File: src/rtl/ttd_pkg.sv
// ----------------------------------------------------------------------------
// ttd_pkg
// Types, codes and constants of the turn-then-drive goal controller.
// ----------------------------------------------------------------------------
package ttd_pkg;

    localparam int CORDIC_STEPS = 14;
    localparam int CORDIC_W     = 36;

    typedef logic signed [31:0]         coord_t;
    typedef logic signed [32:0]         coord_diff_t;
    typedef logic signed [CORDIC_W-1:0] cordic_t;
    typedef logic signed [16:0]         angle_t;
    typedef logic signed [18:0]         angle_wide_t;
    typedef logic signed [15:0]         heading_t;

    localparam angle_t      ANG_HALF_PI = 17'sd12868;
    localparam angle_wide_t ANG_TWO_PI  = 19'sd51472;

    localparam logic [1:0] OP_POSE = 2'd0;
    localparam logic [1:0] OP_GOAL = 2'd1;
    localparam logic [1:0] OP_TICK = 2'd2;

    localparam logic [2:0] REG_TOL_X    = 3'd0;
    localparam logic [2:0] REG_TOL_Y    = 3'd1;
    localparam logic [2:0] REG_HEAD_TOL = 3'd2;
    localparam logic [2:0] REG_FWD_SPD  = 3'd3;
    localparam logic [2:0] REG_TURN_SPD = 3'd4;

    localparam logic [30:0] TOL_X_RST    = 31'd6554;
    localparam logic [30:0] TOL_Y_RST    = 31'd6554;
    localparam logic [15:0] HEAD_TOL_RST = 16'd819;
    localparam logic [30:0] FWD_SPD_RST  = 31'd32768;
    localparam logic [30:0] TURN_SPD_RST = 31'd13107;

    typedef enum logic [1:0] {
        ACT_STATUS,
        ACT_REACHED,
        ACT_STEER
    } act_t;

    typedef struct packed {
        act_t     act;
        logic     in_process;
        heading_t heading;
    } tag_t;

    function automatic angle_t atan_entry(input logic [3:0] idx);
        angle_t r;
        case (idx)
            4'd0:    r = 17'sd6434;
            4'd1:    r = 17'sd3798;
            4'd2:    r = 17'sd2007;
            4'd3:    r = 17'sd1019;
            4'd4:    r = 17'sd511;
            4'd5:    r = 17'sd256;
            4'd6:    r = 17'sd128;
            4'd7:    r = 17'sd64;
            4'd8:    r = 17'sd32;
            4'd9:    r = 17'sd16;
            4'd10:   r = 17'sd8;
            4'd11:   r = 17'sd4;
            4'd12:   r = 17'sd2;
            4'd13:   r = 17'sd1;
            default: r = 17'sd0;
        endcase
        return r;
    endfunction

endpackage

File: src/rtl/ttd_cordic.sv
// ----------------------------------------------------------------------------
// ttd_cordic
// Pipelined vectoring CORDIC atan2, one pre-rotation stage and one
// micro-rotation per stage; a tag word rides along with each entry.
// ----------------------------------------------------------------------------
module ttd_cordic (
    input  logic                 aclk,
    input  logic                 aresetn,
    input  logic                 en,
    input  logic                 in_valid,
    input  ttd_pkg::coord_diff_t in_x,
    input  ttd_pkg::coord_diff_t in_y,
    input  ttd_pkg::tag_t        in_tag,
    output logic                 out_valid,
    output ttd_pkg::angle_t      out_angle,
    output ttd_pkg::tag_t        out_tag
);
    import ttd_pkg::*;

    cordic_t x_reg [0:CORDIC_STEPS];
    cordic_t y_reg [0:CORDIC_STEPS];
    angle_t  z_reg [0:CORDIC_STEPS];
    tag_t    t_reg [0:CORDIC_STEPS];
    logic    v_reg [0:CORDIC_STEPS];

    cordic_t xe, ye, x0_next, y0_next;
    angle_t  z0_next;

    assign xe = CORDIC_W'(in_x);
    assign ye = CORDIC_W'(in_y);

    always_comb begin
        x0_next = xe;
        y0_next = ye;
        z0_next = '0;
        if (xe < 0) begin
            if (ye >= 0) begin
                x0_next = ye;
                y0_next = -xe;
                z0_next = ANG_HALF_PI;
            end else begin
                x0_next = -ye;
                y0_next = xe;
                z0_next = -ANG_HALF_PI;
            end
        end
    end

    always_ff @(posedge aclk) begin
        if (!aresetn) begin
            v_reg[0] <= 1'b0;
        end else if (en) begin
            v_reg[0] <= in_valid;
        end
    end

    always_ff @(posedge aclk) begin
        if (en) begin
            x_reg[0] <= x0_next;
            y_reg[0] <= y0_next;
            z_reg[0] <= z0_next;
            t_reg[0] <= in_tag;
        end
    end

    for (genvar i = 0; i < CORDIC_STEPS; i++) begin : g_step
        always_ff @(posedge aclk) begin
            if (!aresetn) begin
                v_reg[i+1] <= 1'b0;
            end else if (en) begin
                v_reg[i+1] <= v_reg[i];
            end
        end

        always_ff @(posedge aclk) begin
            if (en) begin
                if (!y_reg[i][CORDIC_W-1]) begin
                    x_reg[i+1] <= x_reg[i] + (y_reg[i] >>> i);
                    y_reg[i+1] <= y_reg[i] - (x_reg[i] >>> i);
                    z_reg[i+1] <= z_reg[i] + atan_entry(4'(i));
                end else begin
                    x_reg[i+1] <= x_reg[i] - (y_reg[i] >>> i);
                    y_reg[i+1] <= y_reg[i] + (x_reg[i] >>> i);
                    z_reg[i+1] <= z_reg[i] - atan_entry(4'(i));
                end
                t_reg[i+1] <= t_reg[i];
            end
        end
    end

    assign out_valid = v_reg[CORDIC_STEPS];
    assign out_angle = z_reg[CORDIC_STEPS];
    assign out_tag   = t_reg[CORDIC_STEPS];

endmodule

File: config.mk
export PLATFORM = sky130hd
export DESIGN_NAME = ttd_cordic
export DESIGN_NICKNAME = d
export VERILOG_FILES = /design/src/rtl/ttd_pkg.sv /design/src/rtl/ttd_cordic.sv
export SDC_FILE = /design/constraint.sdc
export NUM_CORES = 2
export LEC_CHECK = 0
export BUFFER_PORTS_ARGS = -buffer_cell sky130_fd_sc_hd__buf_2
export CAP_MARGIN = 20
export CORE_MARGIN = 2
export CORE_UTILIZATION = 65
export CTS_CLUSTER_DIAMETER = 100
export DETAILED_ROUTE_END_ITERATION = 8
export GPL_ROUTABILITY_DRIVEN = 1
export PLACE_DENSITY_LB_ADDON = 0.1
export SETUP_SLACK_MARGIN = 0.15
export SLEW_MARGIN = 5
export SYNTH_ARGS = -nofsm -noshare
export SYNTH_HDL_FRONTEND = slang
export SYNTH_SLANG_ARGS = --single-unit
File: constraint.sdc
create_clock -name aclk -period 8.66 [get_ports aclk]
set_input_delay 0.866 -clock aclk [delete_from_list [all_inputs] [get_ports aclk]]
set_output_delay 0.866 -clock aclk [all_outputs]
set_load 0.01 [all_outputs]
==> results.toml <==
[outcome]
status = "finished clean"

[clock_tree]
clk_pin_slew_ns = 0.07
htree_levels = 4
cts.sinks = 1449
postCtsSetupBuffers = 0
cts_hold_buf = 0
cts_buffers = 160
cts_resized = 0
clk_path_buf_depth = 3
ctsRootBufferMaster = "clkbuf_16"
insertion_delay_ns = 0.83
cts_tree = "done"

[critical_path]
crit_chain = "or3_1 -> nor3b_1 -> nand3b_1 -> nor4_1 -> a21oi_1 -> xor2_1 -> ha_1 -> nand4_1 -> or2_2 -> a2111oi_0 -> o31ai_1 -> a21oi_1 -> a22o_1 -> o21ai_0 -> nand2b_1 -> a21oi_1 -> xnor2_1"
path_delay_family = "simple AND/OR/NAND/NOR gates"
worstPathMaxFanout = 5
cp_common_cell = "a21oi_1"
slowest_delay_ns = 1.00
crit_buf_inv = 0
critPathCaptureType = "flip-flop"
worstSetupPathType = "flip-flop to flip-flop"
cpMaxStageDelayCell = "nor4_1"
start_kind = "flip-flop"
worstPathRequired_ns = 9.22
crit_arrival_ns = 6.42

[global_route]
grt-ovfl-total = 0
gr-usage-met2 = 0.538
antenna_found_initial = 16
grt_max_degree = 186
grt_first_pass_wirelength_microns = 450000
gr-usage-met1 = 0.435
grt_pass1_vias = 82400
grt.met3_usage = 0.0508
top_usage_layer = "met2"
grtUsageTotal = 0.323

[final_layout]
largest_register_ffs = 468
syn_to_final_growth_pct = 7.52
drive_above_1_share = 0.0510
nNetsFinal = 12500

[logic_synthesis]
synth_compound_area_frac = 0.189
ys_async_sr_fraction = 0
ys_top_cells_by_count = "edfxtp_1 (1,448), a21oi_1 (1,148), ha_1 (1,112)"
ys_seq_elements = 1449
synth_warnings = 0
yosys.area.top_type_share = 0.394
syn_area_sq_um = 110000
yosysTopAreaCell = "edfxtp_1"
yosysSeqAreaShare = 0.395
ys.flop_type = "edfxtp_1"
synth_cell_types = 103
synth_xor_area_frac = 0.126
ys_top_cells_by_area = "edfxtp_1 (39%), ha_1 (13%), xnor2_1 (8.0%), a21oi_1 (5.2%), xor2_1 (4.7%)"
synth.most_common_cell = "edfxtp_1"
synth_edf_count = 1448
synthSimpleGateAreaFrac = 0.124
synth_fa_ha_area_frac = 0.133
synthMuxAreaShare = 0.00639
synthCells = 11200
avgSynthCellArea_sq_um = 9.88
synth_top_family_by_area = "compound AO/OA/AOI/OAI gates"

[drt]
ant_nets = 0
drc = 0
firstDrtPassIters = 6
wl_microns = 286000
drtIter0Drc = 8030
avgViaCountPerCell = 6.37
vias = 86700
avgRoutedWirePerCell_microns = 21.0

[timing]
setup_tns_ns = 0
worst_slew_pin_slew_ns = 1.26
rsz0062_at_grt = "false"
fmaxAchievable_mhz = 171
setup_viol = 0
worst_clock_skew_ns = 0.0487
fin_crit_ns = 5.86
slew_headroom = 0.151
hold_violations = 0
slew_viol_final = 0
fin_crit_sh = 0.676
whs_ns = 0.230

[floorplanning]
core_sq_um = 169000
fp.dieW_microns = 416
die_h_microns = 416
ios = 126
start_util = 0.653
dieArea_sq_um = 173000
fp-row-count = 151

[place]
place_hpwl_microns = 223000
gp_congestion = 0.993
port_buffers = 124

[run]
max_cap_viol_count = 0

[worst_hold_path]
hold_class = "input pin to flip-flop"
==> layer usage <==
| metal | wire (microns) | share of wire | vias up |
|---|---|---|---|
| met5 | 57 | 0.00020 | - |
| met4 | 8260 | 0.029 | 8 |
| met3 | 20500 | 0.072 | 554 |
| met2 | 136000 | 0.47 | 3113 |
| met1 | 122000 | 0.42 | 41700 |
| li1 | - | - | 41300 |
==> path summary, 6_finish.rpt <==
path              slack [ns]                   start  depth (start not counted)                      end
setup / recovery        2.80  x_reg[9][14]$_DFFE_PP_                         17  y_reg[10][35]$_DFFE_PP_
hold / removal          0.23               in_tag[5]                          1    t_reg[0][5]$_DFFE_PP_
setup reg to reg        2.80  x_reg[9][14]$_DFFE_PP_                         17  y_reg[10][35]$_DFFE_PP_
hold reg to reg         0.41   t_reg[4][9]$_DFFE_PP_                          0    t_reg[5][9]$_DFFE_PP_
==> cell usage in the layout, fill, tap and decap left out, types with 158 or more instances in the layout <==
cell type,Yosys,routed
a21oi_1,1148,1148
o21bai_1,158,158
ha_1,1112,1112
xor2_1,588,588
edfxtp_1,1448,1448
nor2_1,859,859
o21ai_0,664,664
xnor2_1,1004,1004
a21o_1,477,477
clkbuf_16,0,162
inv_1,517,517
nor3_1,246,246
nand2b_1,199,199
nand2_1,619,618
==> layout make-up <==
class	count	area (sq um)
multi-input combinational	8933	63800
fill	12700	50400
sequential	1449	43500
clock buffer	183	4130
tap	2218	2780
inverter	529	1990
clock inverter	109	1220
timing repair buffer	178	1080
antenna	12	30.0
==> per-stage QoR <==
stage / worst slack [ns] / instance area (sq um) / cells / utilization
2_1_floorplan: 3.51 / 110000 / 11200 / -
3_3_place_gp: 2.40 / 113000 / 13300 / 0.670
3_5_place_dp: 2.40 / 113000 / 13300 / 0.670
4_1_cts: 2.96 / 118000 / 13600 / 0.702
5_1_grt: 2.53 / 119000 / 13600 / 0.702
6_report: 2.80 / 119000 / 13600 / 0.702
==> cell families after synthesis <==
group / count (synthesis)
compound gates: 3317
simple gates: 2805
xor+xnor: 1592
flops: 1449
fa+ha+maj: 1148
buf+inv: 778
mux: 67
other cells: 1
Power is left out: the tool's default activity adds up to more than one toggle a clock period on the data nets, which glitch-free logic cannot reach.
